[config.mk]
export PLATFORM = sky130hd
export DESIGN_NAME = scanline_dot_action_sequencer_flat
export DESIGN_NICKNAME = d
export VERILOG_FILES = /design/src/sv/sdas_pkg.sv /design/src/sv/sdas_if.sv /design/src/sv/sdas_cfg_regs.sv /design/src/sv/sdas_dot_decode.sv /design/src/sv/scanline_dot_action_sequencer.sv /design/src/flat_wrapper.sv
export SDC_FILE = /design/constraint.sdc
export NUM_CORES = 1
export LEC_CHECK = 0
export BUFFER_PORTS_ARGS = -buffer_cell sky130_fd_sc_hd__buf_2
export CAP_MARGIN = 20
export CORE_ASPECT_RATIO = 1.2
export CORE_MARGIN = 10
export CORE_UTILIZATION = 45
export DETAILED_ROUTE_END_ITERATION = 6
export PLACE_DENSITY = 0.66
export SLEW_MARGIN = 15
export SYNTH_ARGS = -nofsm -noshare
export SYNTH_HDL_FRONTEND = slang
export SYNTH_HIERARCHICAL = 1
export SYNTH_SLANG_ARGS = --single-unit
[constraint.sdc]
create_clock -name clk -period 3.9 [get_ports clk]
set_input_delay 0.585 -clock clk [delete_from_list [all_inputs] [get_ports clk]]
set_output_delay 0.585 -clock clk [all_outputs]
set_load 0.05 [all_outputs]
[src/sv/sdas_pkg.sv]
// ----------------------------------------------------------------------------
// sdas_pkg
// Shared types and timing constants for the scanline dot action sequencer.
// ----------------------------------------------------------------------------
package sdas_pkg;

  localparam int unsigned DotW = 9;

  localparam logic [DotW-1:0] DotLast        = 9'd340;
  localparam logic [DotW-1:0] DotVisEnd      = 9'd256;
  localparam logic [DotW-1:0] DotPrefetch    = 9'd320;
  localparam logic [DotW-1:0] DotPrefetchEnd = 9'd336;
  localparam logic [DotW-1:0] DotVReloadLo   = 9'd279;
  localparam logic [DotW-1:0] DotVReloadHi   = 9'd303;
  localparam logic [DotW-1:0] DotSprLo       = 9'd260;
  localparam logic [DotW-1:0] DotSprHi       = 9'd318;
  localparam logic [DotW-1:0] DotClipEnd     = 9'd8;

  typedef enum logic [1:0] {
    CFG_BG_ENABLE     = 2'd0,
    CFG_BG_CLIP       = 2'd1,
    CFG_SPRITE_ENABLE = 2'd2,
    CFG_SPRITE_CLIP   = 2'd3
  } cfg_index_t;

  typedef enum logic [2:0] {
    FETCH_NONE    = 3'd0,
    FETCH_NT      = 3'd1,
    FETCH_AT      = 3'd2,
    FETCH_PAT_LO  = 3'd3,
    FETCH_PAT_HI  = 3'd4
  } fetch_kind_t;

  typedef enum logic [1:0] {
    SPR_NONE    = 2'd0,
    SPR_FETCH0  = 2'd1,
    SPR_CLEAR   = 2'd2,
    SPR_FETCH1  = 2'd3
  } sprite_op_t;

  typedef enum logic [1:0] {
    BG_NONE       = 2'd0,
    BG_DRAW       = 2'd1,
    BG_BLANK      = 2'd2,
    BG_SHIFT_ONLY = 2'd3
  } bg_action_t;

  typedef enum logic [1:0] {
    EVAL_NONE    = 2'd0,
    EVAL_PREDRAW = 2'd1,
    EVAL_SPRITE  = 2'd2
  } eval_op_t;

  typedef struct packed {
    logic bg_enable;
    logic bg_clip;
    logic sprite_enable;
    logic sprite_clip;
  } cfg_t;

  typedef struct packed {
    logic [DotW-1:0] dot_index;
    fetch_kind_t     fetch_kind;
    logic            vert_step_horiz_reload;
    logic            vert_reload;
    sprite_op_t      sprite_fetch_op;
    logic [2:0]      sprite_slot;
    bg_action_t      bg_action;
    eval_op_t        sprite_eval_op;
    logic [5:0]      sprite_eval_index;
    logic            mask_sprite_pixel;
    logic            clear_status_flags;
    logic            end_of_line;
  } action_t;

endpackage

[src/sv/sdas_if.sv]
// ----------------------------------------------------------------------------
// sdas_tick_if / sdas_action_if
// Valid/ready channels for dot ticks and for the per-dot action results.
// ----------------------------------------------------------------------------
interface sdas_tick_if;
  logic       valid;
  logic       ready;
  logic       line_kind;
  logic [3:0] sprites_on_line;

  modport source (output valid, line_kind, sprites_on_line, input ready);
  modport sink (input valid, line_kind, sprites_on_line, output ready);
endinterface

interface sdas_action_if;
  logic       valid;
  logic       ready;
  logic [8:0] dot_index;
  logic [2:0] fetch_kind;
  logic       vert_step_horiz_reload;
  logic       vert_reload;
  logic [1:0] sprite_fetch_op;
  logic [2:0] sprite_slot;
  logic [1:0] bg_action;
  logic [1:0] sprite_eval_op;
  logic [5:0] sprite_eval_index;
  logic       mask_sprite_pixel;
  logic       clear_status_flags;
  logic       end_of_line;

  modport source (
    output valid, dot_index, fetch_kind, vert_step_horiz_reload, vert_reload,
           sprite_fetch_op, sprite_slot, bg_action, sprite_eval_op,
           sprite_eval_index, mask_sprite_pixel, clear_status_flags, end_of_line,
    input  ready
  );
  modport sink (
    input  valid, dot_index, fetch_kind, vert_step_horiz_reload, vert_reload,
           sprite_fetch_op, sprite_slot, bg_action, sprite_eval_op,
           sprite_eval_index, mask_sprite_pixel, clear_status_flags, end_of_line,
    output ready
  );
endinterface

[src/sv/sdas_cfg_regs.sv]
// ----------------------------------------------------------------------------
// sdas_cfg_regs
// Rendering enable and clip control registers behind a plain write port.
// ----------------------------------------------------------------------------
module sdas_cfg_regs
  import sdas_pkg::*;
(
  input  logic       clk,
  input  logic       rst,
  input  logic       cfg_we,
  input  logic [1:0] cfg_index,
  input  logic       cfg_data,
  output cfg_t       cfg
);

  always_ff @(posedge clk) begin
    if (rst) begin
      cfg <= '0;
    end else if (cfg_we) begin
      case (cfg_index_t'(cfg_index))
        CFG_BG_ENABLE:     cfg.bg_enable     <= cfg_data;
        CFG_BG_CLIP:       cfg.bg_clip       <= cfg_data;
        CFG_SPRITE_ENABLE: cfg.sprite_enable <= cfg_data;
        CFG_SPRITE_CLIP:   cfg.sprite_clip   <= cfg_data;
        default: ;
      endcase
    end
  end

endmodule

[src/sv/sdas_dot_decode.sv]
// ----------------------------------------------------------------------------
// sdas_dot_decode
// Decodes one dot position and line kind into the rendering action strobes.
// ----------------------------------------------------------------------------
module sdas_dot_decode
  import sdas_pkg::*;
(
  input  logic [DotW-1:0] dot,
  input  logic            line_kind,
  input  logic [3:0]      sprites_on_line,
  input  cfg_t            cfg,
  output action_t         act
);

  logic            on;
  logic            in_vis;
  logic            in_prefetch;
  logic            in_clip;
  logic            in_spr;
  logic [DotW-1:0] rel;
  logic [2:0]      slot_k;
  logic [2:0]      phase;
  logic            occupied;

  always_comb begin
    on          = cfg.bg_enable | cfg.sprite_enable;
    in_vis      = dot < DotVisEnd;
    in_prefetch = (dot >= DotPrefetch) && (dot < DotPrefetchEnd);
    in_clip     = dot < DotClipEnd;
    in_spr      = (dot >= DotSprLo) && (dot <= DotSprHi);
    rel         = dot - DotSprLo;
    slot_k      = rel[5:3];
    phase       = rel[2:0];
    occupied    = sprites_on_line > {1'b0, slot_k};

    act                        = '0;
    act.dot_index              = dot;
    act.fetch_kind             = FETCH_NONE;
    act.sprite_fetch_op        = SPR_NONE;
    act.bg_action              = BG_NONE;
    act.sprite_eval_op         = EVAL_NONE;
    act.end_of_line            = dot == DotLast;

    if (on) begin
      if (!dot[0] && (in_vis || in_prefetch)) begin
        act.fetch_kind = fetch_kind_t'({1'b0, dot[2:1]} + 3'd1);
      end
      act.vert_step_horiz_reload = dot == DotVisEnd;
      if (in_spr) begin
        if (phase == 3'd0) begin
          act.sprite_fetch_op = occupied ? SPR_FETCH0 : SPR_CLEAR;
          act.sprite_slot     = slot_k;
        end else if (phase == 3'd2 && occupied) begin
          act.sprite_fetch_op = SPR_FETCH1;
          act.sprite_slot     = slot_k;
        end
      end
      act.vert_reload = line_kind && (dot >= DotVReloadLo) && (dot <= DotVReloadHi);
    end

    if (in_prefetch) begin
      act.bg_action = BG_SHIFT_ONLY;
    end

    if (line_kind) begin
      act.clear_status_flags = dot == '0;
    end else if (in_vis) begin
      if (cfg.bg_enable) begin
        act.bg_action = (cfg.bg_clip && in_clip) ? BG_BLANK : BG_DRAW;
      end else begin
        act.bg_action = BG_BLANK;
      end
      act.mask_sprite_pixel = cfg.sprite_enable ? (cfg.sprite_clip && in_clip) : 1'b1;
      if (dot == '0) begin
        act.sprite_eval_op = EVAL_PREDRAW;
      end else if (dot[1:0] == 2'b11) begin
        act.sprite_eval_op    = EVAL_SPRITE;
        act.sprite_eval_index = dot[7:2];
      end
    end
  end

endmodule

[src/sv/scanline_dot_action_sequencer.sv]
// ----------------------------------------------------------------------------
// scanline_dot_action_sequencer
// Per-dot rendering action sequencer for a 341-dot scanline.
// ----------------------------------------------------------------------------
// Each tick beat advances an internal dot counter (0 to 340, then wrapping)
// and yields exactly one action beat describing background fetches, scroll
// steps and reloads, sprite slot fetches, draw and shift actions, sprite
// evaluation, sprite masking and the status flag clear for that dot. A tick
// is taken whenever the input register can accept it; it passes an input
// register and a result register, and the two-stage valid/ready pipeline
// keeps full throughput of one beat per cycle while the result side takes
// its beats. Settings are read as a dot leaves the input register.
// ----------------------------------------------------------------------------
module scanline_dot_action_sequencer
  import sdas_pkg::*;
(
  input  logic               clk,
  input  logic               rst,
  input  logic               cfg_we,
  input  logic [1:0]         cfg_index,
  input  logic               cfg_data,
  sdas_tick_if.sink          tick,
  sdas_action_if.source      action
);

  cfg_t            cfg;
  logic [DotW-1:0] dot_position;
  logic            s1_valid;
  logic            s1_line_kind;
  logic [3:0]      s1_count;
  logic [DotW-1:0] s1_dot;
  logic            s1_ready;
  logic            s2_valid;
  logic            s2_ready;
  action_t         s2_act;
  action_t         act_next;
  logic            tick_fire;

  sdas_cfg_regs u_cfg (
    .clk       (clk),
    .rst       (rst),
    .cfg_we    (cfg_we),
    .cfg_index (cfg_index),
    .cfg_data  (cfg_data),
    .cfg       (cfg)
  );

  assign s2_ready   = !s2_valid || action.ready;
  assign s1_ready   = !s1_valid || s2_ready;
  assign tick.ready = s1_ready;
  assign tick_fire  = tick.valid && s1_ready;

  always_ff @(posedge clk) begin
    if (rst) begin
      dot_position <= '0;
      s1_valid     <= 1'b0;
    end else begin
      if (s1_ready) begin
        s1_valid <= tick.valid;
      end
      if (tick_fire) begin
        dot_position <= (dot_position == DotLast) ? '0 : dot_position + 1'b1;
      end
    end
  end

  always_ff @(posedge clk) begin
    if (tick_fire) begin
      s1_line_kind <= tick.line_kind;
      s1_count     <= tick.sprites_on_line;
      s1_dot       <= dot_position;
    end
  end

  sdas_dot_decode u_decode (
    .dot             (s1_dot),
    .line_kind       (s1_line_kind),
    .sprites_on_line (s1_count),
    .cfg             (cfg),
    .act             (act_next)
  );

  always_ff @(posedge clk) begin
    if (rst) begin
      s2_valid <= 1'b0;
    end else if (s2_ready) begin
      s2_valid <= s1_valid;
    end
  end

  always_ff @(posedge clk) begin
    if (s2_ready && s1_valid) begin
      s2_act <= act_next;
    end
  end

  assign action.valid                  = s2_valid;
  assign action.dot_index              = s2_act.dot_index;
  assign action.fetch_kind             = s2_act.fetch_kind;
  assign action.vert_step_horiz_reload = s2_act.vert_step_horiz_reload;
  assign action.vert_reload            = s2_act.vert_reload;
  assign action.sprite_fetch_op        = s2_act.sprite_fetch_op;
  assign action.sprite_slot            = s2_act.sprite_slot;
  assign action.bg_action              = s2_act.bg_action;
  assign action.sprite_eval_op         = s2_act.sprite_eval_op;
  assign action.sprite_eval_index      = s2_act.sprite_eval_index;
  assign action.mask_sprite_pixel      = s2_act.mask_sprite_pixel;
  assign action.clear_status_flags     = s2_act.clear_status_flags;
  assign action.end_of_line            = s2_act.end_of_line;

endmodule

[src/flat_wrapper.sv]
// flat-port wrapper written by rule: the top's interface ports become plain ports
module scanline_dot_action_sequencer_flat import sdas_pkg::*;
  (clk, rst, cfg_we, cfg_index, cfg_data, tick_valid, tick_line_kind, tick_sprites_on_line, tick_ready, action_valid, action_dot_index, action_fetch_kind, action_vert_step_horiz_reload, action_vert_reload, action_sprite_fetch_op, action_sprite_slot, action_bg_action, action_sprite_eval_op, action_sprite_eval_index, action_mask_sprite_pixel, action_clear_status_flags, action_end_of_line, action_ready);
  sdas_tick_if tick_i ();
  sdas_action_if action_i ();
  input  logic clk;
  input  logic rst;
  input  logic cfg_we;
  input  logic [1:0] cfg_index;
  input  logic cfg_data;
  input wire logic [$bits(tick_i.valid)-1:0] tick_valid;
  input wire logic [$bits(tick_i.line_kind)-1:0] tick_line_kind;
  input wire logic [$bits(tick_i.sprites_on_line)-1:0] tick_sprites_on_line;
  output wire logic [$bits(tick_i.ready)-1:0] tick_ready;
  output wire logic [$bits(action_i.valid)-1:0] action_valid;
  output wire logic [$bits(action_i.dot_index)-1:0] action_dot_index;
  output wire logic [$bits(action_i.fetch_kind)-1:0] action_fetch_kind;
  output wire logic [$bits(action_i.vert_step_horiz_reload)-1:0] action_vert_step_horiz_reload;
  output wire logic [$bits(action_i.vert_reload)-1:0] action_vert_reload;
  output wire logic [$bits(action_i.sprite_fetch_op)-1:0] action_sprite_fetch_op;
  output wire logic [$bits(action_i.sprite_slot)-1:0] action_sprite_slot;
  output wire logic [$bits(action_i.bg_action)-1:0] action_bg_action;
  output wire logic [$bits(action_i.sprite_eval_op)-1:0] action_sprite_eval_op;
  output wire logic [$bits(action_i.sprite_eval_index)-1:0] action_sprite_eval_index;
  output wire logic [$bits(action_i.mask_sprite_pixel)-1:0] action_mask_sprite_pixel;
  output wire logic [$bits(action_i.clear_status_flags)-1:0] action_clear_status_flags;
  output wire logic [$bits(action_i.end_of_line)-1:0] action_end_of_line;
  input wire logic [$bits(action_i.ready)-1:0] action_ready;
  assign tick_i.valid = tick_valid;
  assign tick_i.line_kind = tick_line_kind;
  assign tick_i.sprites_on_line = tick_sprites_on_line;
  assign tick_ready = tick_i.ready;
  assign action_valid = action_i.valid;
  assign action_dot_index = action_i.dot_index;
  assign action_fetch_kind = action_i.fetch_kind;
  assign action_vert_step_horiz_reload = action_i.vert_step_horiz_reload;
  assign action_vert_reload = action_i.vert_reload;
  assign action_sprite_fetch_op = action_i.sprite_fetch_op;
  assign action_sprite_slot = action_i.sprite_slot;
  assign action_bg_action = action_i.bg_action;
  assign action_sprite_eval_op = action_i.sprite_eval_op;
  assign action_sprite_eval_index = action_i.sprite_eval_index;
  assign action_mask_sprite_pixel = action_i.mask_sprite_pixel;
  assign action_clear_status_flags = action_i.clear_status_flags;
  assign action_end_of_line = action_i.end_of_line;
  assign action_i.ready = action_ready;
  scanline_dot_action_sequencer u_core (.clk(clk), .rst(rst), .cfg_we(cfg_we), .cfg_index(cfg_index), .cfg_data(cfg_data), .tick(tick_i), .action(action_i));
endmodule
==> impl_metrics.py <==
metrics = {
    "outcome": {
        "outcome": "completed",
    },
    "sta": {
        "clock_skew_ns": 0.00746,
        "setup_viol": 0,
        "worst_pin_slew_ns": 0.511,
        "max_freq_ghz": 0.451,
        "slew_viol_final": 0,
        "totalNegativeSetupSlack_ns": 0,
        "slew_headroom_pct": 65.9,
        "finalCritPeriodShare_pct": 56.8,
        "rsz0062_at_grt": "no",
        "fin_crit_ns": 2.22,
        "finalHoldViolCount": 0,
        "setup_ws_ns": 1.68,
    },
    "placement": {
        "port_buffers": 46,
        "hpwl_um": 3590,
        "pre_cts_ws_ns": 1.71,
        "gp_congestion": 0.863,
    },
    "drt": {
        "ant_nets": 0,
        "drcViolationCount": 0,
        "drt_iter0_markers": 77,
        "dr.pass1.iters": 4,
        "wl_per_cell_um": 13.9,
        "post_drt_via_cell_ratio": 4.94,
        "routed_wl_um": 4770,
        "via_count": 1690,
    },
    "pwr": {
        "pwr-share-comb_pct": 9.8,
        "p_per_area_mw_per_mm2": 449,
        "p_seq_share_pct": 53.1,
        "total_power_mw": 1.40,
        "intPower_mw": 1.07,
        "netSwitchingFraction_pct": 23.7,
        "p_leak_nw": 1.21,
        "irDropWorstVdd_v": 0.000241,
        "power_switching_mw": 0.332,
        "clockPowerShare_pct": 37.2,
    },
    "yosys": {
        "synthDistinctLibCells": 41,
        "ys_ff_latch": 61,
        "syn_nets": 235,
        "syn_area_mm2": 0.00268,
        "avgSynthCellArea_um2": 12.7,
        "yosys.area_share.xor_xnor_pct": 2.94,
        "ys_warn_count": 6,
        "synth_top_family_by_area": "simple AND/OR/NAND/NOR gates",
        "synth-compound-area-share_pct": 4.48,
        "synthCells": 211,
        "synthMuxAreaShare_pct": 1.49,
        "synthAdderAreaFrac_pct": 5.14,
        "ys_seq_area_share_pct": 62.7,
        "synthSimpleGateAreaFrac_pct": 17.7,
    },
    "floorplan": {
        "rows": 30,
        "floorplan.initialDensity_pct": 47.0,
        "die_h_um": 105,
        "die_width_um": 90.5,
        "design.core.area_mm2": 0.00571,
        "pin_count": 47,
        "dieArea_mm2": 0.00946,
    },
    "clocking": {
        "cts_tree": "built",
        "cts-resized-gates": 0,
        "cts.sinks": 61,
        "insertion_delay_ns": 0.33,
        "cts_setup_buffers": 0,
        "holdBufCountCts": 0,
        "cts_buffers": 9,
        "cts.htree.levels": 3,
        "cts.clk_slew.worst_paths_ns": 0.06,
        "cts_root_buffer": "clkbuf_8",
        "clock_path_buffers": 2,
    },
    "critical_path": {
        "crit_type": "flop to flop",
        "start_kind": "flop",
        "required_ns": 4.05,
        "critPathMaxFanout": 7,
        "slowest_delay_ns": 0.46,
        "cp_cell_sequence": "inv_1 > ha_1 > xnor2_1 > ha_1 > a41oi_1 > a21oi_1 > nor3_1",
        "crit_top_cell": "ha_1",
        "slowest_stage": "edfxtp_1",
        "crit_arrival_ns": 2.36,
        "end_kind": "flop",
    },
    "final_layout": {
        "drive_gt1_share_pct": 26.3,
        "area_growth_pct": 16.4,
        "num_antenna_cells": 0,
        "nets": 281,
        "mostFrequentLayoutCells": "46 x buf_2, 46 x edfxtp_1, 17 x nor2_1",
        "layout.area.seq_mm2": 0.00168,
        "nFillCells": 528,
        "multi_input_area_um2": 855,
    },
    "global_route": {
        "grt_max_degree": 33,
        "grt_pass1_wl_um": 8050,
        "track_usage_pct": 10.4,
        "grt_overflow_total": 0,
        "grt_pass1_vias": 1707,
        "antenna_found_initial": 0,
    },
    "min_path": {
        "hp-class": "input port to flop",
    },
    "flow_run": {
        "max_cap_violations": 0,
    },
}
power groups by stage:
| stage | clock, mW | sequential [mW] | combinational, mW |
|---|---|---|---|
| 6_report | 0.521 | 0.743 | 0.137 |
| 5_1_grt | 0.562 | 0.747 | 0.150 |
| 4_1_cts | 0.533 | 0.744 | 0.138 |
| 3_5_place_dp | 0 | 0.758 | 0.138 |
| 3_3_place_gp | 0 | 0.757 | 0.137 |
| 2_1_floorplan | 0 | 0.803 | 0.0589 |
cell type report:
cell class,count,area share (%)
clock buffers,16,6.14
inverters,13,1.72
multi-input cells,125,27.4
flip-flops and latches,61,53.9
well taps,80,3.21
repair buffers,47,7.62
sequential cells by signal, summed over array words and instances (netlist names), 3 cells and up:
register	flops
u_core/u_cfg/cfg	4
u_core/s1_dot	9
u_core/action.dot_index	9
u_core/dot_position	9
u_core/action.fetch_kind	3
u_core/action.sprite_eval_index	6
u_core/action.sprite_slot	3
u_core/s1_count	4
cells in the mapped netlist, drive strengths merged:
cell type | number | area, um2
and3b | 1 | 8.76
nand2 | 10 | 37.5
dfxtp | 15 | 300
or2 | 1 | 6.26
or4 | 1 | 11.3
o21ai | 2 | 10.0
a21o | 2 | 15.0
nor3 | 14 | 70.1
o31ai | 1 | 7.51
o32ai | 1 | 8.76
nand3b | 3 | 22.5
a41oi | 1 | 8.76
or4b | 1 | 10.0
o221a | 1 | 11.3
xnor2 | 8 | 70.1
clkbuf | 1 | 3.75
o21bai | 1 | 11.3
mux2i | 4 | 40.0
nor4 | 2 | 12.5
nor2 | 18 | 70.1
nand3 | 10 | 62.6
nand4 | 2 | 12.5
nand2b | 7 | 43.8
a31oi | 1 | 6.26
a21boi | 1 | 7.51
nor4b | 4 | 35.0
buf | 11 | 90.1
inv | 12 | 45.0
xor2 | 1 | 8.76
ha | 11 | 138
and2 | 5 | 31.3
edfxtp | 46 | 1380
clkinv | 1 | 8.76
a21oi | 6 | 33.8
nor3b | 3 | 27.5
and3 | 2 | 12.5
final timing paths:
path / start / to / slack, ns / depth (start not counted)
hold / removal: tick_sprites_on_line[0] / u_core/s1_count[0]$_DFFE_PP_ / 0.43 / 1
setup reg to reg: u_core/s1_dot[2]$_DFFE_PP_ / u_core/action.sprite_slot[0]$_DFFE_PP_ / 1.68 / 7
setup / recovery: u_core/s1_dot[2]$_DFFE_PP_ / u_core/action.sprite_slot[0]$_DFFE_PP_ / 1.68 / 7
hold reg to reg: u_core/dot_position[8]$_SDFFE_PP0P_ / u_core/s1_dot[8]$_DFFE_PP_ / 0.48 / 0
routing by layer:
layer	track usage [%]	share of wire [%]
met5	0	0
met4	5.24	1.5
met3	4.01	6.3
met2	17.2	51
met1	11.4	41
kinds of logic after synthesis:
family	count (synthesis)
AOI/OAI and AO/OA	17
DFF	61
muxes	4
buffers and inverters	25
and+or+nand+nor	84
xor gates and xnor gates	9
adders and majority gates	11
worst max-delay path: cells and delay by family (launching register included):
family                   cells  cell delay [ns]
buffers and inverters        1             0.13
AND/OR/NAND/NOR              1             0.24
flip-flops                   1             0.46
AO/OA/AOI/OAI                2             0.48
XOR/XNOR                     1             0.23
adder cells (fa/ha/maj)      2             0.52
stage by stage:
step,hold WS [ns],util (%),area (um2),cells
2_1_floorplan,0.443,-,2680,211
3_3_place_gp,0.458,51.3,2930,326
3_5_place_dp,0.470,51.3,2930,326
4_1_cts,0.417,54.7,3120,342
5_1_grt,0.422,54.7,3120,342
6_report,0.435,54.7,3120,342
(Power assumes the default switching activity.)
